**src/rtl/prbacl_pkg.sv**
```systemverilog
// Package of types, constants and helpers for the port range bind ACL.
`timescale 1ns / 1ps
`default_nettype none

package prbacl_pkg;

    // Table geometry.
    localparam int RULE_SLOTS     = 64;
    localparam int DOMAIN_ID_BITS = 8;
    localparam int IDX_W          = (RULE_SLOTS > 1) ? $clog2(RULE_SLOTS) : 1;
    localparam int CNT_W          = $clog2(RULE_SLOTS + 1);

    // Fixed field widths on the ports.
    localparam int DOMAIN_IN_W = 8;
    localparam int PORT_W      = 16;
    localparam int S_TDATA_W   = 48;
    localparam int M_TDATA_W   = 8;
    localparam int RES_BITS    = 5;

    // Bit positions of the input fields in s_tdata.
    localparam int DOM_LSB     = 0;
    localparam int TRUST_BIT   = DOM_LSB + DOMAIN_IN_W;
    localparam int TCP_BIT     = TRUST_BIT + 1;
    localparam int PLOW_LSB    = TCP_BIT + 1;
    localparam int PHIGH_LSB   = PLOW_LSB + PORT_W;

    // Operation codes carried in s_tuser.
    localparam logic OP_CHECK = 1'b0;
    localparam logic OP_ADD   = 1'b1;

    // Configuration register indexes.
    localparam logic [1:0] CFG_CHECK_EN = 2'd0;
    localparam logic [1:0] CFG_ENFORCE  = 2'd1;
    localparam logic [1:0] CFG_LEARN    = 2'd2;

    typedef enum logic [1:0] {
        STAT_OK     = 2'd0,
        STAT_DENIED = 2'd1,
        STAT_FULL   = 2'd2,
        STAT_RANGE  = 2'd3
    } status_t;

    typedef enum logic [1:0] {
        ST_IDLE,
        ST_SCAN,
        ST_DECIDE,
        ST_DONE
    } state_t;

    typedef struct packed {
        logic check_en;
        logic enforce;
        logic learn;
    } cfg_t;

    typedef struct packed {
        logic                   op;
        logic [DOMAIN_IN_W-1:0] domain_id;
        logic                   domain_trusted;
        logic                   is_tcp;
        logic [PORT_W-1:0]      port_low;
        logic [PORT_W-1:0]      port_high;
    } item_t;

    typedef struct packed {
        logic [DOMAIN_ID_BITS-1:0] domain;
        logic                      is_tcp;
        logic [PORT_W-1:0]         low;
        logic [PORT_W-1:0]         high;
    } rule_t;

    localparam int RULE_W = $bits(rule_t);

    typedef struct packed {
        logic    learned;
        logic    audit_granted;
        logic    audit_valid;
        status_t status;
    } res_t;

    // Keeps the low DOMAIN_ID_BITS of the domain id, zero filling above it.
    function automatic logic [DOMAIN_ID_BITS-1:0] reduce_domain(
        input logic [DOMAIN_IN_W-1:0] d
    );
        logic [DOMAIN_ID_BITS-1:0] r;
        r = '0;
        for (int i = 0; i < DOMAIN_ID_BITS; i++) begin
            if (i < DOMAIN_IN_W) begin
                r[i] = d[i];
            end
        end
        return r;
    endfunction

endpackage

`default_nettype wire

```
**src/rtl/port_range_bind_acl.sv**
```systemverilog
// Top level of the port range bind ACL: ports, configuration and output register.
//
// Usage:
// - Input channel s_*: s_tuser carries the operation (check a bind or add a
//   rule); s_tdata carries the domain, trust flag, protocol and port range.
// - Result channel m_*: one transaction per input transaction, carrying the
//   status and the audit and learning flags.
// - Configuration: cfg_we writes register cfg_addr (0 check enable,
//   1 enforce mode, 2 learning mode) with cfg_wdata at the clock edge.
// - An item settled without the table (bad range, checking off, trusted
//   domain) goes from idle straight to the done state; any other item passes
//   through the scan and decide states first. The scan reads one stored rule
//   per cycle through one RAM read port and a single compare unit. m_tvalid
//   rises once the result is in the output register.
// - s_tready is low from acceptance until the result is handed to the output
//   register, so one item is in flight at a time.
// - The output register frees the sequencer while a result waits; if the
//   receiver stalls, the next item is still accepted and its result waits.
// - Reset clears the rule count, the configuration registers and both
//   handshakes; table contents need no clearing.
`timescale 1ns / 1ps
`default_nettype none

module port_range_bind_acl (
    input  wire logic                                aclk,
    input  wire logic                                aresetn,
    input  wire logic                                s_tvalid,
    output logic                                     s_tready,
    // s_tdata fields from bit 0: domain_id[7:0], domain_trusted, is_tcp,
    // port_low[15:0], port_high[15:0], zero padding
    input  wire logic [prbacl_pkg::S_TDATA_W-1:0]    s_tdata,
    // s_tuser fields from bit 0: op
    input  wire logic                                s_tuser,
    output logic                                     m_tvalid,
    input  wire logic                                m_tready,
    // m_tdata fields from bit 0: status[1:0], audit_valid, audit_granted,
    // learned, zero padding
    output logic      [prbacl_pkg::M_TDATA_W-1:0]    m_tdata,
    input  wire logic                                cfg_we,
    input  wire logic [1:0]                          cfg_addr,
    input  wire logic                                cfg_wdata
);
    import prbacl_pkg::*;

    cfg_t                 cfg_reg, cfg_next;
    logic                 m_tvalid_reg, m_tvalid_next;
    logic [M_TDATA_W-1:0] m_tdata_reg, m_tdata_next;
    item_t                item;
    res_t                 res;
    logic                 res_valid;
    logic                 res_ready;

    // Unpack the input transaction.
    always_comb begin
        item.op             = s_tuser;
        item.domain_id      = s_tdata[DOM_LSB +: DOMAIN_IN_W];
        item.domain_trusted = s_tdata[TRUST_BIT];
        item.is_tcp         = s_tdata[TCP_BIT];
        item.port_low       = s_tdata[PLOW_LSB +: PORT_W];
        item.port_high      = s_tdata[PHIGH_LSB +: PORT_W];
    end

    // Configuration register writes; an unknown index is ignored.
    always_comb begin
        cfg_next = cfg_reg;
        if (cfg_we) begin
            unique case (cfg_addr)
                CFG_CHECK_EN: cfg_next.check_en = cfg_wdata;
                CFG_ENFORCE:  cfg_next.enforce  = cfg_wdata;
                CFG_LEARN:    cfg_next.learn    = cfg_wdata;
                default: begin
                end
            endcase
        end
    end

    prbacl_ctrl u_ctrl (
        .aclk      (aclk),
        .aresetn   (aresetn),
        .in_valid  (s_tvalid),
        .in_ready  (s_tready),
        .item      (item),
        .cfg       (cfg_reg),
        .res_valid (res_valid),
        .res_ready (res_ready),
        .res       (res)
    );

    // Output register: takes a new result whenever it is empty or being drained.
    assign res_ready = !m_tvalid_reg || m_tready;

    always_comb begin
        m_tvalid_next = m_tvalid_reg;
        m_tdata_next  = m_tdata_reg;
        if (res_valid && res_ready) begin
            m_tvalid_next = 1'b1;
            m_tdata_next  = {{(M_TDATA_W - RES_BITS){1'b0}}, res};
        end else if (m_tready) begin
            m_tvalid_next = 1'b0;
        end
    end

    always_ff @(posedge aclk) begin
        if (!aresetn) begin
            cfg_reg      <= '0;
            m_tvalid_reg <= 1'b0;
        end else begin
            cfg_reg      <= cfg_next;
            m_tvalid_reg <= m_tvalid_next;
        end
        m_tdata_reg <= m_tdata_next;
    end

    assign m_tvalid = m_tvalid_reg;
    assign m_tdata  = m_tdata_reg;

endmodule

`default_nettype wire

```
**src/rtl/prbacl_ram.sv**
```systemverilog
// Generic single-port-write, single-port-read RAM with registered read data.
`timescale 1ns / 1ps
`default_nettype none

module prbacl_ram #(
    parameter int WIDTH = 8,
    parameter int DEPTH = 16,
    parameter int AW    = (DEPTH > 1) ? $clog2(DEPTH) : 1
) (
    input  wire logic             aclk,
    input  wire logic             we,
    input  wire logic [AW-1:0]    waddr,
    input  wire logic [WIDTH-1:0] wdata,
    input  wire logic [AW-1:0]    raddr,
    output logic      [WIDTH-1:0] rdata
);

    logic [WIDTH-1:0] mem [DEPTH];

    // One write and one registered read per cycle.
    always_ff @(posedge aclk) begin
        if (we) begin
            mem[waddr] <= wdata;
        end
        rdata <= mem[raddr];
    end

endmodule

`default_nettype wire

```
**src/rtl/prbacl_cmp.sv**
```systemverilog
// Rule compare unit: tests whether one stored rule covers the search key.
`timescale 1ns / 1ps
`default_nettype none

module prbacl_cmp (
    input  wire prbacl_pkg::rule_t entry,
    input  wire prbacl_pkg::rule_t key,
    output logic                   hit
);
    import prbacl_pkg::*;

    logic same_owner;
    logic range_in;

    // Same domain and protocol, and the key range lies inside the rule range.
    assign same_owner = (entry.domain == key.domain) && (entry.is_tcp == key.is_tcp);
    assign range_in   = (entry.low <= key.low) && (key.high <= entry.high);
    assign hit        = same_owner && range_in;

endmodule

`default_nettype wire

```
**src/rtl/prbacl_ctrl.sv**
```systemverilog
// Sequencer: scans the rule table through the compare unit, then decides and inserts.
`timescale 1ns / 1ps
`default_nettype none

module prbacl_ctrl (
    input  wire logic              aclk,
    input  wire logic              aresetn,
    input  wire logic              in_valid,
    output logic                   in_ready,
    input  wire prbacl_pkg::item_t item,
    input  wire prbacl_pkg::cfg_t  cfg,
    output logic                   res_valid,
    input  wire logic              res_ready,
    output prbacl_pkg::res_t       res
);
    import prbacl_pkg::*;

    state_t           state_reg, state_next;
    logic [CNT_W-1:0] idx_reg, idx_next;
    logic [CNT_W-1:0] count_reg, count_next;
    logic             pend_reg, pend_next;
    logic             hit_reg, hit_next;
    logic             op_reg, op_next;
    rule_t            key_reg, key_next;
    res_t             res_reg, res_next;

    rule_t            in_key;
    rule_t            entry;
    logic [RULE_W-1:0] ram_rdata;
    logic             ram_we;
    logic             hit_now;
    logic             early_range;
    logic             early_off;
    logic             early_trust;
    logic             early;
    logic             scan_more;
    logic             table_full;

    // Rule storage, read one entry per cycle during the scan.
    prbacl_ram #(
        .WIDTH (RULE_W),
        .DEPTH (RULE_SLOTS)
    ) u_ram (
        .aclk  (aclk),
        .we    (ram_we),
        .waddr (count_reg[IDX_W-1:0]),
        .wdata (key_reg),
        .raddr (idx_reg[IDX_W-1:0]),
        .rdata (ram_rdata)
    );

    assign entry = rule_t'(ram_rdata);

    // The one compare unit, reused for every stored rule.
    prbacl_cmp u_cmp (
        .entry (entry),
        .key   (key_reg),
        .hit   (hit_now)
    );

    // Search key of the incoming item; a check searches a single-port range.
    always_comb begin
        in_key.domain = reduce_domain(item.domain_id);
        in_key.is_tcp = item.is_tcp;
        in_key.low    = item.port_low;
        in_key.high   = (item.op == OP_ADD) ? item.port_high : item.port_low;
    end

    // Items that are settled without touching the table.
    assign early_range = (item.op == OP_ADD) && (item.port_low > item.port_high);
    assign early_off   = (item.op == OP_CHECK) && !cfg.check_en;
    assign early_trust = (item.op == OP_CHECK) && cfg.check_en && item.domain_trusted;
    assign early       = early_range || early_off || early_trust;

    assign scan_more  = (idx_reg < count_reg);
    assign table_full = (count_reg == CNT_W'(RULE_SLOTS));

    assign in_ready  = (state_reg == ST_IDLE);
    assign res_valid = (state_reg == ST_DONE);
    assign res       = res_reg;

    // Next state.
    always_comb begin
        state_next = state_reg;
        unique case (state_reg)
            ST_IDLE: begin
                if (in_valid) begin
                    state_next = early ? ST_DONE : ST_SCAN;
                end
            end
            ST_SCAN: begin
                if (!scan_more && !pend_reg) begin
                    state_next = ST_DECIDE;
                end
            end
            ST_DECIDE: begin
                state_next = ST_DONE;
            end
            ST_DONE: begin
                if (res_ready) begin
                    state_next = ST_IDLE;
                end
            end
            default: begin
                state_next = ST_IDLE;
            end
        endcase
    end

    // Datapath updates and table writes per state.
    always_comb begin
        idx_next   = idx_reg;
        count_next = count_reg;
        pend_next  = pend_reg;
        hit_next   = hit_reg;
        op_next    = op_reg;
        key_next   = key_reg;
        res_next   = res_reg;
        ram_we     = 1'b0;
        unique case (state_reg)
            ST_IDLE: begin
                if (in_valid) begin
                    key_next               = in_key;
                    op_next                = item.op;
                    idx_next               = '0;
                    pend_next              = 1'b0;
                    hit_next               = 1'b0;
                    res_next.status        = early_range ? STAT_RANGE : STAT_OK;
                    res_next.audit_valid   = early_trust;
                    res_next.audit_granted = early_trust;
                    res_next.learned       = 1'b0;
                end
            end
            ST_SCAN: begin
                // Read data is registered, so it arrives in the cycle after its address.
                pend_next = scan_more;
                if (scan_more) begin
                    idx_next = idx_reg + CNT_W'(1);
                end
                if (pend_reg && hit_now) begin
                    hit_next = 1'b1;
                end
            end
            ST_DECIDE: begin
                res_next.learned = 1'b0;
                if (op_reg == OP_ADD) begin
                    res_next.audit_valid   = 1'b0;
                    res_next.audit_granted = 1'b0;
                    if (hit_reg) begin
                        res_next.status = STAT_OK;
                    end else if (table_full) begin
                        res_next.status = STAT_FULL;
                    end else begin
                        res_next.status = STAT_OK;
                        ram_we          = 1'b1;
                        count_next      = count_reg + CNT_W'(1);
                    end
                end else begin
                    res_next.audit_valid   = 1'b1;
                    res_next.audit_granted = hit_reg;
                    if (!hit_reg && cfg.enforce) begin
                        res_next.status = STAT_DENIED;
                    end else begin
                        res_next.status = STAT_OK;
                    end
                    // Learning inserts the port as a rule; a full table skips it.
                    if (!hit_reg && !cfg.enforce && cfg.learn && !table_full) begin
                        ram_we           = 1'b1;
                        count_next       = count_reg + CNT_W'(1);
                        res_next.learned = 1'b1;
                    end
                end
            end
            ST_DONE: begin
            end
            default: begin
            end
        endcase
    end

    // Control registers are reset; payload registers are not.
    always_ff @(posedge aclk) begin
        if (!aresetn) begin
            state_reg <= ST_IDLE;
            count_reg <= '0;
            pend_reg  <= 1'b0;
        end else begin
            state_reg <= state_next;
            count_reg <= count_next;
            pend_reg  <= pend_next;
        end
        idx_reg <= idx_next;
        hit_reg <= hit_next;
        op_reg  <= op_next;
        key_reg <= key_next;
        res_reg <= res_next;
    end

endmodule

`default_nettype wire

```
**config.mk**
```make
export PLATFORM = sky130hd
export DESIGN_NAME = port_range_bind_acl
export DESIGN_NICKNAME = d
export VERILOG_FILES = /design/src/rtl/prbacl_pkg.sv /design/src/rtl/port_range_bind_acl.sv /design/src/rtl/prbacl_ram.sv /design/src/rtl/prbacl_cmp.sv /design/src/rtl/prbacl_ctrl.sv
export SDC_FILE = /design/constraint.sdc
export NUM_CORES = 2
export LEC_CHECK = 0
export BUFFER_PORTS_ARGS = -buffer_cell sky130_fd_sc_hd__buf_2
export CAP_MARGIN = 20
export CELL_PAD_IN_SITES_DETAIL_PLACEMENT = 0
export CELL_PAD_IN_SITES_GLOBAL_PLACEMENT = 1
export CORE_AREA = 4 4 360 540
export DETAILED_ROUTE_END_ITERATION = 12
export DIE_AREA = 0 0 364 544
export PLACE_DENSITY_LB_ADDON = 0.1
export SYNTH_ARGS = -nofsm -noshare
export SYNTH_HDL_FRONTEND = slang
export SYNTH_SLANG_ARGS = --single-unit
```
**constraint.sdc**
```tcl
create_clock -name aclk -period 9 [get_ports aclk]
set_clock_uncertainty 0.1 [all_clocks]
set_input_delay 1.35 -clock aclk [delete_from_list [all_inputs] [get_ports aclk]]
set_output_delay 1.35 -clock aclk [all_outputs]
set_load 0.01 [all_outputs]
```
==> summary.md <==
| Metric | Value |
|---|---|
| Cell Area, Synth | `0.104 mm²` |
| Status | `completed` |
| Worst IR Drop VDD | `0.353 mV` |
| Initial antenna violation count | `1` |
| Max H-tree Level | `4` |
| DRC Markers | `0` |
| Final HPWL DP | `around 120 mm` |
| Root Driver | `clkbuf_16` |
| WHS Endpoint | `m_tdata[4]` |
| Sink Count | `2,739` |
| Die extent in x | `364 µm` |
| Synth top area cells | `edfxtp_1 78%, mux4_2 14%, a22oi_1 1.2%` |
| DR iter-0 viols | `4,982` |
| Max_slew headroom | `~29%` |
| Final setup violation count | `0` |
| GPL Wtd Cong | `0.777` |
| Yosys top cell area share | `77.5%` |
| Routed Antenna Nets | `0` |
| EDFF count, synth | `roughly 2,700` |
| Vias | `48,200` |
| Die Y-Extent | `544 µm` |
| CTS tree | `yes` |
| Initial Util | `54.8%` |
| Syn avg cell area | `about 23 µm²` |
| WL per Instance | `~33 µm` |
| Post-DP Area | `0.108 mm²` |
| Setup TNS | `0 ps` |
| Port bufs | `57` |
| Fmax | `~220 MHz` |
| Synth cell types | `56` |
| Total routed wirelength | `243 mm` |
| Final worst path period share | `49.5%` |
| Total Power | `around 34,000 µW` |
| Tightest Pin Transition | `1070 ps` |
| Asr flop ratio synth | `0%` |
| Full die area | `slightly below 0.2 mm²` |
| Final Cell Area | `0.116 mm²` |
| Worst endpoint required time | `9380 ps` |
| Unrepaired setup endpoints after global routing | `false` |
| Hold-fix buffers at CTS | `0` |
| Yosys warns | `0` |
| Clk slew on worst S/H paths | `60 ps` |
| Reg2reg start | `u_ctrl.count_reg[1]` |
| Max Cap Viol | `0` |
| DRT Pass-1 Iters | `6` |
| GRT Max-Usage Layer | `met2` |
| Area Growth Syn to Fin | `11.2%` |
| Fin. max-slew vios | `0` |
| Worst reg-to-reg setup slack | `4540 ps` |
| Core area | `0.190 mm²` |
| Met3 usage | `about 2.9%` |
| Hold crit path type | `flop to flop` |
| Synth area leader | `edfxtp_1` |
| Grt total ovfl | `0` |
| Min-Delay Path Depth | `0` |
| Number of flip-flops under the largest register name | `2,624` |
| # rows | `196` |
| Synth Flop Type | `edfxtp_1` |
| Setup Crit Path Kind | `flop to flop` |
| Mapped Cells | `4,558` |
| Critical path data arrival time | `4840 ps` |
| Share of cells above drive strength 1 | `26.0%` |
| Min cycle time layout | `4460 ps` |
| Num CTS Buffers | `242` |
| Final hold violations | `0` |
| Leak Pwr | `~0.036 µW` |
| Critical-path maximum fanout | `31` |
| Total track usage | `24.9%` |
| Reg2reg end | `u_ctrl.u_ram.mem[14][5]` |
| PwrDens | `about 290 mW/mm²` |
| First-pass GRT wire length | `353 mm` |
| Number of global-route vias before repair | `50,800` |
| Worst hold path startpoint | `u_ctrl.res[4]` |
| Nets | `4,883` |
| Met1 Use GR | `around a third` |
| Startpoint Class | `flop` |
| I/O pin count | `67` |
| Setup crit end kind | `flop` |
| Clock Path Buffers | `4` |
| Post-DR vias/cell | `6.49` |
| Reg2reg path depth | `8` |
| # fillers | `roughly 13,000` |
| Largest net degree at the start of global routing | `141` |
| Met2 Use GR | `44.3%` |
| CTS resizes | `0` |
| Post-CTS setup buffer count | `0` |
| Clk_lat worst skew | `~860 ps` |
| Seq/Total Area, Yosys | `78.6%` |
| #FFs+latches synth | `2,739` |
## layout make-up
type,instances,area (µm²),area share (%)
timing repair buffer,212,1610,1.39
sequential,2739,81700,70.7
clock inverter,123,982,0.850
multi-input combinational,1508,21400,18.5
tap,2475,3100,2.68
antenna,1,2.50,0.00217
inverter,62,233,0.201
clock buffer,317,6530,5.65
## placed cells by master, fill, tap and decap left out, types with 52 or more instances in the layout
cell and n:
clkbuf_16 247, buf_4 142, clkbuf_1 61, a22oi_1 164, edfxtp_1 2684, buf_2 57, a221oi_1 82, inv_1 61
dfxtp_1 55, nor2_1 62, a22o_1 82, mux4_2 656, ha_1 61, a21oi_1 109, clkinv_1 52, nor2_4 59
## per-stage QoR
step,hold slack [ps],setup slack (ps),utilization (%),instances
2_1_floorplan,300,2510,-,4560
3_3_place_gp,306,4570,57.0,6994
3_5_place_dp,309,4550,57.0,6994
4_1_cts,332,4560,60.9,7434
5_1_grt,349,4370,61.0,7437
6_report,328,4540,61.0,7437
## per-layer routing
| layer | share of wire (%) | wire, µm |
|---|---|---|
| met1 | 39 | 93800 |
| met2 | 53 | 129000 |
| met3 | 5.9 | 14400 |
| met4 | 2.2 | 5220 |
| met5 | 0 | 0 |
## worst max-delay path, cell delays in order (launching register included)
cell and delay (ps):
dfxtp_1 580, inv_1 200, ha_1 240, and3b_1 180, a221oi_2 260, buf_4 250
nand4_1 860, nor2_4 760, buf_4 570
## synth_stat cells (6+ instances only)
cell type     n
nand3_1      20
a221oi_1     82
nand2_1      17
nand4_1      18
nor2_1      121
dfxtp_1      55
xnor2_1      14
ha_1         61
inv_1        61
edfxtp_1   2684
mux4_2      656
buf_2        71
o21ai_0      12
clkbuf_1    135
mux2_2       16
buf_1        24
nor3_1        6
nand2b_1      7
buf_4        17
a21oi_1     109
o221ai_1     41
a22o_1       82
a22oi_1     164
nor2b_1      11
## cell families after synthesis
logic type / after synthesis / synth area share [%]
mux: 677 / 14.4
flops: 2739 / 78.6
simple gates: 226 / 1.01
fa+ha+maj: 61 / 0.734
other cells: 1 / 0.00361
buf+inv: 313 / 1.31
xor+xnor: 16 / 0.135
compound gates: 525 / 3.77
## how the worst max path moves through the flow
stage | endpoint | slack (ps) | depth (start not counted) | start
6_report | u_ctrl.u_ram.mem[14][5] | 4540 | 8 | u_ctrl.count_reg[1]
3_5_place_dp | u_ctrl.u_ram.mem[35][16] | 4550 | 8 | u_ctrl.count_reg[0]
3_3_place_gp | u_ctrl.u_ram.mem[35][16] | 4570 | 8 | u_ctrl.count_reg[0]
2_1_floorplan | u_ctrl.u_ram.mem[27][0] | 2510 | 8 | u_ctrl.count_reg[0]
5_1_grt | u_ctrl.u_ram.mem[14][5] | 4370 | 8 | u_ctrl.count_reg[0]
4_1_cts | u_ctrl.u_ram.mem[35][23] | 4560 | 8 | u_ctrl.count_reg[0]
## report_power, final
part           switching, µW  leakage, µW  internal [µW]
registers                110       0.0246          14700
clock network           4430      0.00370           5540
logic                   5180      0.00735           3630
total                   9730       0.0357          23900
Note: power is estimated with default switching activity, not from simulation.
